==> src/rtl/rgbfade_pkg.sv <==
// Shared types, constants and helper functions for the five-channel LED fader.
// Used by rgbfade_target, rgb_cw_led_target_fader and the testbench; depends on nothing else.
`timescale 1ns / 1ps

package rgbfade_pkg;

	localparam int CHANNELS = 5;
	localparam int LEVEL_W  = 10;
	localparam int CFG_W    = 8;
	localparam int IDX_W    = 3;
	localparam int PROD_W   = 2 * CFG_W;

	localparam logic [PROD_W-1:0]  MAX_LEVEL = 16'd1023;
	localparam logic [LEVEL_W:0]   FADE_STEP = 11'd8;
	localparam logic [CFG_W-1:0]   MIX_FULL  = 8'd255;

	// Configuration register indexes.
	localparam logic [IDX_W-1:0] REG_POWER      = 3'd0;
	localparam logic [IDX_W-1:0] REG_RED        = 3'd1;
	localparam logic [IDX_W-1:0] REG_GREEN      = 3'd2;
	localparam logic [IDX_W-1:0] REG_BLUE       = 3'd3;
	localparam logic [IDX_W-1:0] REG_RGB_BRIGHT = 3'd4;
	localparam logic [IDX_W-1:0] REG_WHITE_MIX  = 3'd5;
	localparam logic [IDX_W-1:0] REG_WHITE_BRT  = 3'd6;

	// Channel positions within a level vector.
	localparam int CH_RED   = 0;
	localparam int CH_GREEN = 1;
	localparam int CH_BLUE  = 2;
	localparam int CH_WARM  = 3;
	localparam int CH_COOL  = 4;

	typedef logic [LEVEL_W-1:0] level_t;
	typedef logic [CHANNELS-1:0][LEVEL_W-1:0] levels_t;

	typedef struct packed {
		logic             we;
		logic [IDX_W-1:0] index;
		logic [CFG_W-1:0] data;
	} cfg_write_t;

	// Clamps a brightness product to the top drive level.
	function automatic level_t clamp_level(logic [PROD_W-1:0] prod);
		level_t res;
		if (prod > MAX_LEVEL) begin
			res = MAX_LEVEL[LEVEL_W-1:0];
		end else begin
			res = prod[LEVEL_W-1:0];
		end
		return res;
	endfunction

	// One fade tick: move by a step towards the target, or land on it when close.
	function automatic level_t fade_level(level_t cur, level_t tgt);
		logic [LEVEL_W:0] cur_up;
		logic [LEVEL_W:0] tgt_up;
		level_t           res;
		cur_up = {1'b0, cur} + FADE_STEP;
		tgt_up = {1'b0, tgt} + FADE_STEP;
		if (cur_up < {1'b0, tgt}) begin
			res = cur_up[LEVEL_W-1:0];
		end else if (tgt_up < {1'b0, cur}) begin
			res = cur - FADE_STEP[LEVEL_W-1:0];
		end else begin
			res = tgt;
		end
		return res;
	endfunction

endpackage

==> src/rtl/rgbfade_target.sv <==
// Configuration registers and registered target levels for the LED fader.
// Depends on rgbfade_pkg.
`timescale 1ns / 1ps

module rgbfade_target
	import rgbfade_pkg::*;
(
	input  logic       clk,
	input  logic       arst_n,
	input  cfg_write_t cfg,
	output levels_t    target
);

	logic [1:0]       power_q;
	logic [CFG_W-1:0] red_q;
	logic [CFG_W-1:0] green_q;
	logic [CFG_W-1:0] blue_q;
	logic [CFG_W-1:0] rgb_bright_q;
	logic [CFG_W-1:0] mix_q;
	logic [CFG_W-1:0] white_bright_q;
	levels_t          target_q;

	logic [CFG_W-1:0] warm_share;
	levels_t          target_d;

	always_ff @(posedge clk or negedge arst_n) begin
		if (!arst_n) begin
			power_q        <= '0;
			red_q          <= '0;
			green_q        <= '0;
			blue_q         <= '0;
			rgb_bright_q   <= '0;
			mix_q          <= '0;
			white_bright_q <= '0;
		end else if (cfg.we) begin
			unique case (cfg.index)
				REG_POWER:      power_q        <= cfg.data[1:0];
				REG_RED:        red_q          <= cfg.data;
				REG_GREEN:      green_q        <= cfg.data;
				REG_BLUE:       blue_q         <= cfg.data;
				REG_RGB_BRIGHT: rgb_bright_q   <= cfg.data;
				REG_WHITE_MIX:  mix_q          <= cfg.data;
				REG_WHITE_BRT:  white_bright_q <= cfg.data;
				default: ;
			endcase
		end
	end

	// A mix beyond full gives no warm light rather than a wrapped share.
	assign warm_share = (mix_q > MIX_FULL) ? '0 : (MIX_FULL - mix_q);

	always_comb begin
		target_d = '0;
		if (power_q[0]) begin
			target_d[CH_RED]   = clamp_level(red_q * rgb_bright_q);
			target_d[CH_GREEN] = clamp_level(green_q * rgb_bright_q);
			target_d[CH_BLUE]  = clamp_level(blue_q * rgb_bright_q);
		end
		if (power_q[1]) begin
			target_d[CH_WARM] = clamp_level(warm_share * white_bright_q);
			target_d[CH_COOL] = clamp_level(mix_q * white_bright_q);
		end
	end

	always_ff @(posedge clk or negedge arst_n) begin
		if (!arst_n) begin
			target_q <= '0;
		end else begin
			target_q <= target_d;
		end
	end

	assign target = target_q;

endmodule

==> src/rtl/rgb_cw_led_target_fader.sv <==
// Top level of the five-channel LED fader: request pipeline and level state.
// Depends on rgbfade_pkg and rgbfade_target.
`timescale 1ns / 1ps

// Five-channel fader for red, green, blue, warm white and cool white. Each
// request either takes one fade tick (advance high) or simply reports the
// levels; every request gives exactly one result carrying all five levels and
// a settled flag. Requests are taken one per clock cycle unless a result waits
// untaken on the output, each passing through one input register, then the fade
// compare-and-step logic into the level and result registers. Target levels
// are registered from the configuration registers, so a request should follow
// a configuration write by at least one cycle.

module rgb_cw_led_target_fader
	import rgbfade_pkg::*;
(
	input  logic               clk,
	input  logic               arst_n,
	input  logic               cfg_we,
	input  logic [IDX_W-1:0]   cfg_index,
	input  logic [CFG_W-1:0]   cfg_data,
	input  logic               in_valid,
	output logic               in_ready,
	input  logic               advance,
	output logic               out_valid,
	input  logic               out_ready,
	output logic [LEVEL_W-1:0] red_out,
	output logic [LEVEL_W-1:0] green_out,
	output logic [LEVEL_W-1:0] blue_out,
	output logic [LEVEL_W-1:0] warm_out,
	output logic [LEVEL_W-1:0] cool_out,
	output logic               settled
);

	cfg_write_t cfg;
	levels_t    target;

	logic    valid_s1;
	logic    advance_s1;
	logic    out_valid_q;
	logic    settled_q;
	levels_t level_q;

	logic    out_free;
	logic    move_s1;
	levels_t level_d;

	assign cfg = '{we: cfg_we, index: cfg_index, data: cfg_data};

	rgbfade_target u_target (
		.clk    (clk),
		.arst_n (arst_n),
		.cfg    (cfg),
		.target (target)
	);

	assign out_free = !out_valid_q || out_ready;
	assign move_s1  = valid_s1 && out_free;
	assign in_ready = !valid_s1 || out_free;

	always_ff @(posedge clk or negedge arst_n) begin
		if (!arst_n) begin
			valid_s1 <= 1'b0;
		end else if (in_ready) begin
			valid_s1 <= in_valid;
		end
	end

	always_ff @(posedge clk) begin
		if (in_valid && in_ready) begin
			advance_s1 <= advance;
		end
	end

	always_comb begin
		for (int ch = 0; ch < CHANNELS; ch++) begin
			level_d[ch] = advance_s1 ? fade_level(level_q[ch], target[ch]) : level_q[ch];
		end
	end

	// The level state doubles as the result payload: it only changes when a
	// new result replaces the one on the output.
	always_ff @(posedge clk or negedge arst_n) begin
		if (!arst_n) begin
			out_valid_q <= 1'b0;
			level_q     <= '0;
			settled_q   <= 1'b0;
		end else begin
			if (out_free) begin
				out_valid_q <= valid_s1;
			end
			if (move_s1) begin
				level_q   <= level_d;
				settled_q <= (level_d == target);
			end
		end
	end

	assign out_valid = out_valid_q;
	assign red_out   = level_q[CH_RED];
	assign green_out = level_q[CH_GREEN];
	assign blue_out  = level_q[CH_BLUE];
	assign warm_out  = level_q[CH_WARM];
	assign cool_out  = level_q[CH_COOL];
	assign settled   = settled_q;

`ifndef SYNTHESIS
	// Levels only move when an advancing request passes into the result register.
	a_level_hold: assert property (@(posedge clk) disable iff (!arst_n)
		!(move_s1 && advance_s1) |=> $stable(level_q))
		else $error("levels changed without an advancing request");

	// The input side only stalls while a request is held in the input register.
	a_stall_cause: assert property (@(posedge clk) disable iff (!arst_n)
		!in_ready |-> (valid_s1 && out_valid_q && !out_ready))
		else $error("input stalled without a blocked request");

	// An accepted request is always held in the input register on the next cycle.
	a_accept_lands: assert property (@(posedge clk) disable iff (!arst_n)
		(in_valid && in_ready) |=> valid_s1)
		else $error("accepted request lost");

	// A request leaving the input register always produces a visible result.
	a_move_result: assert property (@(posedge clk) disable iff (!arst_n)
		move_s1 |=> out_valid_q)
		else $error("result missing after request moved");
`endif

endmodule

==> config.mk <==
export PLATFORM = sky130hd
export DESIGN_NAME = rgb_cw_led_target_fader
export DESIGN_NICKNAME = d
export VERILOG_FILES = /design/src/rtl/rgbfade_pkg.sv /design/src/rtl/rgbfade_target.sv /design/src/rtl/rgb_cw_led_target_fader.sv
export SDC_FILE = /design/constraint.sdc
export NUM_CORES = 1
export LEC_CHECK = 0
export ABC_AREA = 1
export BUFFER_PORTS_ARGS = -buffer_cell sky130_fd_sc_hd__clkbuf_2
export CORE_MARGIN = 4
export CORE_UTILIZATION = 57
export CTS_CLUSTER_DIAMETER = 60
export DETAILED_ROUTE_END_ITERATION = 10
export PLACE_DENSITY = 0.7
export SKIP_CTS_REPAIR_TIMING = 1
export SYNTH_ARGS = -nofsm -noshare
export SYNTH_HDL_FRONTEND = slang
export SYNTH_SLANG_ARGS = --single-unit
==> constraint.sdc <==
create_clock -name clk -period 12 [get_ports clk]
set_input_delay 1.8 -clock clk [delete_from_list [all_inputs] [get_ports clk]]
set_output_delay 1.8 -clock clk [all_outputs]
set_load 0.005 [all_outputs]
==> metrics.csv <==
stage;metric;value;unit
power_and_ir_drop;ir_drop;245;uV
run_status;status;completed;
logic_synthesis;synth_warnings;0;
final_layout;area_growth;5.50;%
clocking;cts_max_level;4;
drt;avgViaCountPerCell;5.24;
floorplan;ios;70;
sta;setup_tns;0;ps
sta;fmax;0.175;GHz
logic_synthesis;ys_seq_area_share;17.2;%
final_layout;drive_gt1_share;6.57;%
logic_synthesis;synthTopCellsByArea;dfrtp_1 (17%), fa_1 (16%), ha_1 (16%);
global_route;grt_use_total;26.2;%
clocking;cts.sinks;154;
critical_path;cp-end-kind;flip-flop;
final_layout;n_fill_cell;3588;
critical_path;reg2regPathDepth;20;
critical_path;critPathKind;reg -> reg;
clocking;clk_latency;450;ps
placement;hpwl;43000;um
final_layout;finish.utilization;61.0;%
global_route;grt_pass1_wl;92000;um
sta;finalHoldViolations;0;
sta;rsz0062_at_grt;false;
logic_synthesis;synth.top_cell.area_share;17.0;%
sta;setup_violations;0;
logic_synthesis;synth_ff_type;dfrtp_1;
clocking;clkTransAtPathRegs;70;ps
logic_synthesis;synth-simple-area-share;24.9;%
floorplan;placementRows;72;
floorplan;core;38800;um^2
critical_path;critPathMaxStageDelay;970;ps
critical_path;reg2reg_to;u_target.target[13]$_DFF_PN0_;
drt;drcViolationCount;0;
logic_synthesis;synth-compound-area-share;7.47;%
sta;layout_min_cycle_time;5710;ps
logic_synthesis;synthArstFlopShare;99.4;%
final_layout;antennaDiodeCount;0;
clocking;cts_root_buf;clkbuf_16;
critical_path;crit_cells;20;
logic_synthesis;synth_edf_count;1;
clocking;cts_buffer_depth;2;
clocking;cts_buffers;17;
sta;skew;13.5;ps
global_route;antenna_found_initial;0;
critical_path;crit_chain;nand2_1 > fa_1 > fa_1 > inv_1 > fa_1 > inv_1 > fa_1 > inv_1 > ha_1 > inv_1 > nor3_1 > a21oi_1 > o21ai_0 > a21oi_1 > o21bai_1 > xor2_1 > nor3_2 > nand3b_1 > nand2_1 > inv_1;
drt;ant_nets;0;
final_layout;fin_nets;3617;
hold_path;min_path_type;reg -> reg;
floorplan;chipHeight;207;um
placement;gp_congestion;0.957;
critical_path;critPathArrivalTime;6030;ps
logic_synthesis;avgSynthCellArea;7.11;um^2
logic_synthesis;synth_mux_area_share;0.0501;%
critical_path;cp-endpoint;u_target.target[13]$_DFF_PN0_;
drt;finalWirelength;53700;um
floorplan;start_util;57.8;%
critical_path;startpoint_type;flip-flop;
power_and_ir_drop;pwr_density_cell;280;nW/um^2
critical_path;critPathTopFamily;adder cells;
drt;first_iter_violations;1477;
logic_synthesis;synth_area;22500;um^2
global_route;grt_pass1_vias;19000;
critical_path;reg2reg_from;u_target.rgb_bright_q[5]$_DFFE_PN0P_;
floorplan;dieWidth;207;um
critical_path;reg2reg_slack;6290;ps
global_route;gr-total-overflow;0;
critical_path;path_buf_inv;5;
logic_synthesis;synth_cell_types;48;
drt;wire_per_inst;14.6;um
global_route;grt_max_degree;93;
sta;slew_headroom;33.6;%
logic_synthesis;synth_nets;3636;
critical_path;crit_path_frequent_cell;inv_1;
logic_synthesis;synth_top_area_cell;dfrtp_1;
critical_path;crit_fanout;25;
sta;worstMarginPinSlew;993;ps
drt;dr.pass1.iters;6;
logic_synthesis;synth_top_family_by_area;adder cells;
logic_synthesis;synth_adder_area_share;31.6;%
sta;slew_violations;0;
hold_path;hold_path_startpoint;settled$_DFFE_PN0P_;
sta;post-route-period-util;47.6;%
logic_synthesis;ys_seq_elements;154;
placement;portBuffers;69;
floorplan;die-area;42600;um^2
drt;dr_total_vias;19200;
logic_synthesis;synthCells;3159;
logic_synthesis;synth_xor_area_share;4.60;%
critical_path;critPathLaunch;u_target.rgb_bright_q[5]$_DFFE_PN0P_;
power_and_ir_drop;power_leakage;14.5;nW
job;drv_cap;0;
critical_path;crit_path_top_delay_cell;dfrtp_1;
clocking;cts_tree;built;
critical_path;crit_required;12330;ps
[placed cells by master (no fill, tap or decap), types with 3 or more instances in the layout]
cell type / instances
o211ai_1: 7
ha_1: 280
a21oi_1: 118
clkbuf_2: 68
nand4_1: 27
nand3b_1: 9
a211oi_1: 4
o21ai_0: 140
nor3_2: 3
nand2_2: 26
or2_2: 3
nor2_1: 185
nand3_2: 32
nor2_2: 12
clkinv_4: 3
buf_4: 5
nor2_4: 6
o21bai_1: 10
inv_1: 709
nand3_1: 164
inv_2: 8
clkinv_1: 3
nor3_1: 21
nand2_4: 4
clkbuf_16: 17
nand2_1: 787
dfrtp_1: 153
xnor2_1: 31
o21ai_1: 4
fa_1: 180
bufinv_16: 6
a21o_1: 15
xor2_1: 87
[worst min path at each step]
stage	end	slack, ps	cells past startpoint
2_1_floorplan	u_target.power_q[1]$_DFFE_PN0P_	470	2
3_3_place_gp	settled$_DFFE_PN0P_	480	2
3_5_place_dp	settled$_DFFE_PN0P_	470	2
4_1_cts	settled$_DFFE_PN0P_	490	2
5_1_grt	settled$_DFFE_PN0P_	530	2
6_report	settled$_DFFE_PN0P_	490	2
[sequential cells by signal, summed over array words and instances (netlist names), 2 cells and up]
| signal | flops |
|---|---|
| u_target.rgb_bright_q | 8 |
| u_target.red_q | 8 |
| u_target.green_q | 8 |
| warm_out | 10 |
| green_out | 10 |
| u_target.power_q | 2 |
| blue_out | 10 |
| u_target.blue_q | 8 |
| u_target.white_bright_q | 8 |
| u_target.target | 50 |
| cool_out | 10 |
| u_target.mix_q | 8 |
| red_out | 10 |
[per-stage QoR]
stage          power (W)  setup WS (ps)  instance area, um^2  cells  hold slack (ps)
2_1_floorplan    0.00481           6980                22500   3159              471
3_3_place_gp     0.00583           6440                23000   3639              480
3_5_place_dp     0.00596           6340                23000   3639              472
4_1_cts          0.00664           6320                23700   3670              492
5_1_grt          0.00748           5850                23700   3670              528
6_report         0.00664           6290                23700   3670              490
[where the power goes]
group	switching [W]	internal, W
combinational	0.00308	0.00182
sequential	0.000407	0.000709
clock	0.000230	0.000395
[kinds of logic after synthesis]
group	Yosys count
flip-flops	154
XOR/XNOR	118
multiplexers	1
AND/OR/NAND/NOR	1284
AO/OA/AOI/OAI	309
buffers and inverters	833
adder cells (fa/ha/maj)	460
[layout make-up]
cell class / count / area (um^2) / area share [%]
clock inverter: 11 / 219 / 0.924
clock buffer: 20 / 447 / 1.89
sequential: 154 / 3860 / 16.3
multi-input combinational: 2172 / 15400 / 65.1
tap: 518 / 648 / 2.74
inverter: 721 / 2710 / 11.4
timing repair buffer: 74 / 389 / 1.64
[cells in the mapped netlist, types with 3 or more instances]
cell type  instances
nand2_1          788
inv_1            709
ha_1             280
nor2_1           185
fa_1             180
nand3_1          164
dfrtp_1          153
o21ai_0          140
a21oi_1          118
clkbuf_1          88
xor2_1            87
nand3_2           32
xnor2_1           31
nand4_1           27
nand2_2           25
nor3_1            21
a21o_1            15
nor2_2            12
o21bai_1          10
nand3b_1           9
inv_2              8
buf_2              7
o211ai_1           7
buf_1              6
buf_4              6
nor2_4             6
a211oi_1           4
nand2_4            4
o21ai_1            4
clkbuf_2           3
clkinv_1           3
nor3_2             3
or2_2              3
[tightest hold or removal path, delay by kind of cell (launching register included)]
kind	cells	cell delay, ps
simple gates	2	110
flops	1	350
[per-layer routing]
layer	track usage [%]	up-vias	share of wire (%)
li1	-	9580	-
met1	36.9	9091	47
met2	43.0	498	45
met3	3.15	57	5.5
met4	7.27	0	2.2
met5	0	-	0
Power figures use the tool's default switching activity.
